===== config.mk =====
export PLATFORM = sky130hd
export DESIGN_NAME = mips_subset_instruction_executor
export DESIGN_NICKNAME = d
export VERILOG_FILES = /design/src/sv/msie_pkg.sv /design/src/sv/mips_subset_instruction_executor.sv
export SDC_FILE = /design/constraint.sdc
export NUM_CORES = 2
export LEC_CHECK = 0
export BUFFER_PORTS_ARGS = -buffer_cell sky130_fd_sc_hd__buf_4
export CAP_MARGIN = 0
export CORE_MARGIN = 10
export CORE_UTILIZATION = 43
export DETAILED_ROUTE_END_ITERATION = 7
export HOLD_SLACK_MARGIN = 0.06
export PLACE_DENSITY_LB_ADDON = 0.1
export SYNTH_ARGS = -nofsm -noshare
export SYNTH_HDL_FRONTEND = slang
export SYNTH_SLANG_ARGS = --single-unit
export TNS_END_PERCENT = 30

===== constraint.sdc =====
create_clock -name clk -period 8.6 [get_ports clk]
set_input_delay 1.72 -clock clk [delete_from_list [all_inputs] [get_ports clk]]
set_output_delay 1.72 -clock clk [all_outputs]
set_load 0.02 [all_outputs]

===== src/sv/msie_pkg.sv =====
// Package for the MIPS subset instruction executor.
// Holds opcode and function codes, field widths and the result item layout.
// No dependencies.
`timescale 1ns / 1ps
`default_nettype none

package msie_pkg;

	localparam int unsigned PC_BITS_DEF    = 16;
	localparam int unsigned WORD_W         = 32;
	localparam int unsigned REG_IDX_W      = 5;
	localparam int unsigned TARGET_W       = 26;
	localparam int unsigned OUT_PC_W       = 16;
	localparam int unsigned OUT_TDATA_W    = 128;
	localparam logic [TARGET_W-1:0] JUMP_BASE_RST = 26'd1048585;

	// Primary opcodes.
	localparam logic [5:0] OP_RTYPE = 6'd0;
	localparam logic [5:0] OP_J     = 6'd2;
	localparam logic [5:0] OP_BEQ   = 6'd4;
	localparam logic [5:0] OP_ADDI  = 6'd8;
	localparam logic [5:0] OP_SW    = 6'd43;

	// Function codes of R-type instructions.
	localparam logic [5:0] FN_END = 6'd12;
	localparam logic [5:0] FN_ADD = 6'd32;
	localparam logic [5:0] FN_SUB = 6'd34;
	localparam logic [5:0] FN_AND = 6'd36;
	localparam logic [5:0] FN_SLT = 6'd42;

	// Result item, last field (next_pc) in the lowest bits, padded to whole bytes.
	typedef struct packed {
		logic [6:0]           pad;
		logic [WORD_W-1:0]    store_data;
		logic [WORD_W-1:0]    store_addr;
		logic                 store_valid;
		logic [WORD_W-1:0]    reg_write_value;
		logic [REG_IDX_W-1:0] reg_write_index;
		logic                 reg_write_valid;
		logic                 illegal;
		logic                 halted;
		logic [OUT_PC_W-1:0]  next_pc;
	} result_t;

endpackage

`default_nettype wire


===== src/sv/mips_subset_instruction_executor.sv =====
// Top level of the MIPS subset instruction executor: one instruction per item.
// Two register stages (operand read, then result). Throughput: one item per
// cycle unless m_axis_tready stalls the result stage; the register file bypasses
// the write of the item ahead to its reads. Reset clears pc, the halt flag and
// the register valid bits and loads jump_base with JUMP_BASE_RST, so every
// register reads as zero until written; no clearing pass is needed. Uses msie_pkg.
`timescale 1ns / 1ps
`default_nettype none

module mips_subset_instruction_executor #(
	parameter int unsigned PC_BITS = msie_pkg::PC_BITS_DEF
) (
	input  wire logic                                clk,
	input  wire logic                                arst_n,
	// Configuration: jump_base.
	input  wire logic                                cfg_we,
	input  wire logic [msie_pkg::TARGET_W-1:0]       cfg_wdata,
	// Input items.
	input  wire logic                                s_axis_tvalid,
	output logic                                     s_axis_tready,
	input  wire logic [msie_pkg::WORD_W-1:0]         s_axis_tdata, // instr_word
	// Result items.
	output logic                                     m_axis_tvalid,
	input  wire logic                                m_axis_tready,
	// next_pc, halted, illegal, reg_write_valid, reg_write_index,
	// reg_write_value, store_valid, store_addr, store_data, zero pad.
	output logic [msie_pkg::OUT_TDATA_W-1:0]         m_axis_tdata
);

	import msie_pkg::*;

	localparam int unsigned NUM_REGS = 2 ** REG_IDX_W;

	logic [TARGET_W-1:0]  jump_base_q;
	logic [PC_BITS-1:0]   pc_q;
	logic                 halt_q;

	logic [WORD_W-1:0]    rf_mem [NUM_REGS];
	logic [NUM_REGS-1:0]  rf_vld_q;

	// Operand read stage.
	logic                 valid_s1;
	logic [WORD_W-1:0]    instr_s1;
	logic [WORD_W-1:0]    mem_a_s1, mem_b_s1;
	logic                 vld_a_s1, vld_b_s1;
	logic                 fwd_a_s1, fwd_b_s1;
	logic [WORD_W-1:0]    fwd_val_s1;

	// Result register.
	logic                 out_valid_q;
	result_t              res_q;

	logic                 accept, adv;
	logic [REG_IDX_W-1:0] in_rs, in_rt;

	// Execute signals.
	logic [5:0]           op, fn;
	logic [REG_IDX_W-1:0] rs, rt, rd;
	logic [WORD_W-1:0]    imm, opa, opb, jmp_diff;
	logic [PC_BITS-1:0]   npc, pc_inc;
	logic                 halt_nxt;
	result_t              res;
	logic                 wr_en;

	assign adv           = valid_s1 && (!out_valid_q || m_axis_tready);
	assign s_axis_tready = !valid_s1 || adv;
	assign accept        = s_axis_tvalid && s_axis_tready;
	assign in_rs         = s_axis_tdata[25:21];
	assign in_rt         = s_axis_tdata[20:16];

	assign wr_en         = adv && res.reg_write_valid;

	always_ff @(posedge clk or negedge arst_n) begin
		if (!arst_n) begin
			jump_base_q <= JUMP_BASE_RST;
		end else if (cfg_we) begin
			jump_base_q <= cfg_wdata;
		end
	end

	// Register file storage, written at one address and read at two.
	always_ff @(posedge clk) begin
		if (wr_en) begin
			rf_mem[res.reg_write_index] <= res.reg_write_value;
		end
		if (accept) begin
			mem_a_s1 <= rf_mem[in_rs];
			mem_b_s1 <= rf_mem[in_rt];
			instr_s1 <= s_axis_tdata;
		end
		if (accept && wr_en) begin
			fwd_val_s1 <= res.reg_write_value;
		end
	end

	always_ff @(posedge clk or negedge arst_n) begin
		if (!arst_n) begin
			rf_vld_q <= '0;
			valid_s1 <= 1'b0;
			vld_a_s1 <= 1'b0;
			vld_b_s1 <= 1'b0;
			fwd_a_s1 <= 1'b0;
			fwd_b_s1 <= 1'b0;
		end else begin
			if (wr_en) begin
				rf_vld_q[res.reg_write_index] <= 1'b1;
			end
			if (accept) begin
				valid_s1 <= 1'b1;
				vld_a_s1 <= rf_vld_q[in_rs];
				vld_b_s1 <= rf_vld_q[in_rt];
				// The instruction leaving this cycle writes at the same edge, so the
				// memory read would miss it.
				fwd_a_s1 <= wr_en && (res.reg_write_index == in_rs);
				fwd_b_s1 <= wr_en && (res.reg_write_index == in_rt);
			end else if (adv) begin
				valid_s1 <= 1'b0;
			end
		end
	end

	assign op  = instr_s1[31:26];
	assign rs  = instr_s1[25:21];
	assign rt  = instr_s1[20:16];
	assign rd  = instr_s1[15:11];
	assign fn  = instr_s1[5:0];
	assign imm = {{16{instr_s1[15]}}, instr_s1[15:0]};

	assign opa = fwd_a_s1 ? fwd_val_s1 : (vld_a_s1 ? mem_a_s1 : '0);
	assign opb = fwd_b_s1 ? fwd_val_s1 : (vld_b_s1 ? mem_b_s1 : '0);

	assign pc_inc   = pc_q + PC_BITS'(1);
	assign jmp_diff = {{(WORD_W-TARGET_W){1'b0}}, instr_s1[TARGET_W-1:0]}
		- {{(WORD_W-TARGET_W){1'b0}}, jump_base_q};

	always_comb begin
		res      = '0;
		npc      = pc_q;
		halt_nxt = halt_q;
		if (!halt_q) begin
			npc = pc_inc;
			unique case (op)
				OP_RTYPE: begin
					res.reg_write_index = rd;
					res.reg_write_valid = 1'b1;
					unique case (fn)
						FN_ADD: res.reg_write_value = opa + opb;
						FN_SUB: res.reg_write_value = opa - opb;
						FN_SLT: res.reg_write_value = {31'd0, $signed(opa) < $signed(opb)};
						FN_AND: res.reg_write_value = opa & opb;
						FN_END: begin
							res.reg_write_valid = 1'b0;
							res.reg_write_index = '0;
							halt_nxt            = 1'b1;
							npc                 = pc_q;
						end
						default: begin
							res.reg_write_valid = 1'b0;
							res.reg_write_index = '0;
							res.illegal         = 1'b1;
							halt_nxt            = 1'b1;
							npc                 = pc_q;
						end
					endcase
				end
				OP_ADDI: begin
					res.reg_write_valid = 1'b1;
					res.reg_write_index = rt;
					res.reg_write_value = opa + imm;
				end
				OP_SW: begin
					res.store_valid = 1'b1;
					res.store_addr  = opa + imm;
					res.store_data  = opb;
				end
				OP_J: begin
					npc = PC_BITS'(jmp_diff);
				end
				OP_BEQ: begin
					if (opa == opb) begin
						npc = PC_BITS'(WORD_W'(pc_q) + imm);
					end
				end
				default: begin
					res.illegal = 1'b1;
					halt_nxt    = 1'b1;
					npc         = pc_q;
				end
			endcase
		end
		res.next_pc = OUT_PC_W'(npc);
		res.halted  = halt_nxt;
	end

	always_ff @(posedge clk or negedge arst_n) begin
		if (!arst_n) begin
			pc_q        <= '0;
			halt_q      <= 1'b0;
			out_valid_q <= 1'b0;
		end else begin
			if (adv) begin
				pc_q        <= npc;
				halt_q      <= halt_nxt;
				out_valid_q <= 1'b1;
			end else if (m_axis_tready) begin
				out_valid_q <= 1'b0;
			end
		end
	end

	always_ff @(posedge clk) begin
		if (adv) begin
			res_q <= res;
		end
	end

	assign m_axis_tvalid = out_valid_q;
	assign m_axis_tdata  = res_q;

	a_illegal_halts: assert property (@(posedge clk) disable iff (!arst_n)
		out_valid_q && res_q.illegal |-> res_q.halted)
		else $error("illegal instruction reported without halt");

	a_write_store_excl: assert property (@(posedge clk) disable iff (!arst_n)
		out_valid_q |-> !(res_q.reg_write_valid && res_q.store_valid))
		else $error("register write and store in one result");

	a_halt_sticky: assert property (@(posedge clk) disable iff (!arst_n)
		halt_q |=> halt_q && $stable(pc_q))
		else $error("halted executor changed pc or left halt");

	a_no_write_halted: assert property (@(posedge clk) disable iff (!arst_n)
		wr_en |-> !halt_q)
		else $error("register file written while halted");

	a_fwd_needs_valid: assert property (@(posedge clk) disable iff (!arst_n)
		accept && wr_en |=> valid_s1)
		else $error("bypass captured without an item in the read stage");

endmodule

`default_nettype wire


# Word level (Yosys, flattened, before mapping)
# Memory sizes are Yosys's and may differ from the RTL's. A register that Yosys moved wholly into a read port is not among the register bits.
# Index checks and enable logic that the tools add are counted.
# totals
wordCells	97
memories	1
output_inout_bits	130
register_bits	256
mem_bits_rw	1024
# op_classes
n_addsub	6
order_cmp	5
bitwise	3
n_mux	30
n_reduce_logical	19
n_eq_ne	12
# mem_list
memory	words	word_bits	read_ports	rd_ports_with_merged_regs	wr	line_no	rtl
rf_mem	32	32	2	2	1	mips_subset_instruction_executor.sv:38	logic [WORD_W-1:0] rf_mem [NUM_REGS];
# ops
cell	count
32-bit two-way mux	4
32-bit one-hot mux with 4 select lines	1
38-bit one-hot mux with 2 select lines	1
32-bit adder	2
16-bit one-hot mux with 4 select lines	1
16-bit two-way mux	3
39-bit two-way mux	1
32-bit bitwise AND	1
32-bit == test	1
32-bit less-than comparator	1
32-bit OR	1
32-bit subtractor	1
6-bit == test (second input constant)	5
5-bit by 6-bit less-than comparator with 1-bit output (second input constant)	3
16-bit by 1-bit adder with 16-bit output (second input constant)	1
16-bit adder	1
16-bit subtractor	1
1-bit two-way mux	13
6-bit by 4-bit == test with 1-bit output (second input constant)	2
1-bit binary-select mux with 5-bit select	2
5-bit == test	2
4-bit OR reduction	2
1-bit logical AND	7
6-bit by 2-bit == test with 1-bit output (second input constant)	1
12 further kinds	17

# Longest topological paths before layout
# logic_depth
depth_word	11
depth_mapped	18

# Worst setup path after synthesis
# OpenSTA, ideal clock, no wires.
# synth_timing
path_type	input to register
from	input m_axis_tready
to	register pc_q[10]
path_stages	6
setup_time_ps	100
slack_ps	2262
t_required_ps	8500
t_arrival_ps	6238
cell_sequence	nand2b_1 nand2_1 inv_1 clkbuf_1 nand2_1 o21ai_0
# synth_between
elab_chain_cells	2
# synth_lines
element	line_no	rtl
start, declared	mips_subset_instruction_executor.sv:24	input wire logic m_axis_tready,
1-bit logical OR	mips_subset_instruction_executor.sv:65	assign adv = valid_s1 && (!out_valid_q || m_axis_tready);
1-bit logical AND	mips_subset_instruction_executor.sv:65	
via adv	mips_subset_instruction_executor.sv:53	logic accept, adv;
end signal, assigned	mips_subset_instruction_executor.sv:202	pc_q <= npc;
end, declared	mips_subset_instruction_executor.sv:35	logic [PC_BITS-1:0] pc_q;
# The timed path passes the listed nets, and every way through them passes these cells.
# A chain may end at the register's enable or synchronous reset.

==> summary.md <==
| Metric | Value |
|---|---|
| H-tree depth | `4` |
| CP Capture Type | `register` |
| Wire per inst | `33.0 µm` |
| Commonest non-fill, non-tap cell in the layout | `edfxtp_1` |
| Iter 0 DRT Violations | `5,079` |
| Flops & latches, synth | `1,339` |
| Num CTS Buffers | `149` |
| Total grt overflow | `0` |
| I/O pins | `193` |
| Clk root buf | `clkbuf_16` |
| Slew Limit Fails | `0` |
| Fraction of layout cells with a size suffix above 1 | `0.324` |
| Kind of critical path | `reg -> reg` |
| Crit path time final | `5790 ps` |
| Multi-input gate area in the final layout | `25,100 µm²` |
| Vias in the first global route | `38,200` |
| Post-synthesis sequential area ratio | `0.605` |
| Core area | `152,000 µm²` |
| Pin count of the biggest net entering global routing | `123` |
| Synth warn | `0` |
| Number of core rows | `143` |
| Setup TNS | `0 ps` |
| Synth cell types | `88` |
| Mapped Cells | `3,773` |
| Status | `completed` |
| CP arrival | `6260 ps` |
| Initial antenna violation count | `13` |
| Pwr Total | `14.3 mW` |
| Port Buffers | `175` |
| Period utilisation layout | `0.674` |
| PD cells | `190 nW/µm²` |
| Most used DFF post-synth | `edfxtp_1` |
| Final hold violation count | `0` |
| Vias | `38,600` |
| Max FO, Critical Path | `35` |
| TritonCTS clock tree | `yes` |
| DIE AREA | `169,000 µm²` |
| Max_slew headroom | `0.178` |
| Pre-CTS setup slack | `2850 ps` |
| Final ANT Viol Nets | `0` |
| Nets | `4,151` |
| Syn-to-layout area delta | `13.6%` |
| Worst VDD drop | `237 µV` |
| Clk pin slew, worst setup/hold paths | `60 ps` |
| Maxcap violations | `0` |
| LEAKAGE | `28.1 nW` |
| CP Data Required Time | `9070 ps` |
| Final WL | `201,000 µm` |
| Fmax | `173 MHz` |
| Most frequent cells in the layout | `1,268 x edfxtp_1, 660 x mux4_2, 257 x buf_4, 174 x nor2_1, 154 x clkbuf_16` |
| Initial Util | `0.433` |
| Vias per inst | `6.32` |
| Mean area per synthesized cell | `17.5 µm²` |
| Post-synth ARST share | `0.0530` |
| Setup violators final | `0` |
| RSZ-0062 raised after global routing | `no` |
| FF+latch area | `39,900 µm²` |
| CTS resizes | `0` |
| # diodes | `0` |
| TritonRoute pass-1 iters | `6` |
| Cell Area, Synth | `65,900 µm²` |
| Fin util | `0.492` |
| First-pass GRT wire length | `286,000 µm` |
| Post-DP HPWL | `123,000 µm` |
| Total GRT Usage | `0.234` |
| Worst-Margin Slew | `1230 ps` |
| Die height | `412 µm` |
| # hold bufs at CTS | `0` |
| Startpoint types | `register` |
| Fillcell total | `12,600` |
| Setup bufs post-CTS | `0` |
| Min-Delay Path Class | `reg -> reg` |
| CTS Buffer Depth | `3` |
| GP Congestion | `0.928` |
| DR DRC count | `0` |
| Dpl cell area | `70,000 µm²` |
| Clk_lat worst skew | `790 ps` |
| Design area | `74,900 µm²` |
| Final setup margin | `2810 ps` |
| Post-synth EDFFs | `1,268` |
| Die X | `412 µm` |
| Placed Cells | `5,836` |
| Fin Hold WS | `479 ps` |
| Fin cells | `6,104` |
| Clk sinks | `1,339` |
| Worst Skew | `22.3 ps` |
[where the power goes]
group | internal [mW] | switching [mW] | leakage (nW)
Combinational | 0.261 | 0.446 | 10.5
Sequential | 7.12 | 0.0495 | 15.3
Clock | 3.75 | 2.63 | 2.34
Total | 11.1 | 3.12 | 28.1
[flip-flops by register name, summed over array words and instances, names as in the netlist, 16 cells and up]
register      cells
mem_a_s1         32
rf_vld_q         32
fwd_val_s1       32
mem_b_s1         32
instr_s1         27
m_axis_tdata    121
rf_mem         1024
jump_base_q      16
pc_q             16
[Yosys cell counts, types with 25 or more instances]
cell type | n | area share
a22o_1 | 49 | 0.0065
xnor2_1 | 65 | 0.0086
inv_1 | 105 | 0.0060
mux4_2 | 660 | 0.23
mux2_2 | 68 | 0.012
xor2_1 | 37 | 0.0049
dfrtp_1 | 69 | 0.026
ha_1 | 126 | 0.024
nand2_1 | 133 | 0.0076
nor2_1 | 203 | 0.012
o21ai_0 | 98 | 0.0074
edfxtp_1 | 1268 | 0.58
buf_1 | 50 | 0.0028
nand2b_1 | 25 | 0.0024
a21o_1 | 42 | 0.0048
nand3_1 | 41 | 0.0031
a21oi_1 | 116 | 0.0088
clkbuf_1 | 171 | 0.0097
a22oi_1 | 47 | 0.0054
[logic make-up (layout without fill, tap and decap cells)]
logic type                 after synthesis  count (layout)  synth area share
DFF                                   1339            1339             0.605
muxes                                  736             736             0.238
adders and majority gates              132             132            0.0256
xor gates and xnor gates               102             102            0.0136
AOI/OAI and AO/OA                      527             527            0.0547
and+or+nand+nor                        588             588            0.0426
other                                    1               7         0.0000569
buffers and inverters                  348             643            0.0207
[per-layer routing]
metal	up-vias	global-route usage	routed length [µm]	part of all wire
li1	16000	-	-	-
met1	20600	0.339	86700	0.43
met2	1703	0.364	93900	0.47
met3	303	0.0461	15600	0.078
met4	2	0.0607	5060	0.025
met5	-	0	9	0.000045
[layout make-up]
cell class / instances / share of cell area
Inverter: 105 / 0.00536
Clock inverter: 73 / 0.0107
Multi-Input combinational cell: 2092 / 0.335
Clock buffer: 195 / 0.0538
Tap cell: 2030 / 0.0339
Timing Repair Buffer: 270 / 0.0287
Sequential cell: 1339 / 0.532
[worst paths after layout]
check | from | endpoint | slack (ps) | depth (start not counted)
setup / recovery | fwd_b_s1$_DFFE_PN0P_ | rf_mem[22][28]$_DFFE_PP_ | 2810 | 15
hold / removal | rf_vld_q[30]$_DFFE_PN0P_ | rf_vld_q[30]$_DFFE_PN0P_ | 480 | 1
setup reg to reg | fwd_b_s1$_DFFE_PN0P_ | rf_mem[22][28]$_DFFE_PP_ | 2810 | 15
hold reg to reg | rf_vld_q[30]$_DFFE_PN0P_ | rf_vld_q[30]$_DFFE_PN0P_ | 480 | 1
max in group asynchronous | arst_n | fwd_b_s1$_DFFE_PN0P_ | 6790 | 1
min in group asynchronous | arst_n | jump_base_q[1]$_DFFE_PN0P_ | 1090 | 1
[critical path, cell delays in order, from the launching register on]
cell and delay (ps):
dfrtp_2 910, nor2b_4 350, a22oi_1 540, inv_1 160
fa_1 440, nor2_1 180, o311a_1 240, o21ai_0 210
o21ba_2 270, a21o_1 250, o31a_1 370, o21ai_1 390
nor4_1 120, a2111oi_0 510, o21ai_2 180, buf_4 290
Power figures use the tool's default switching activity.
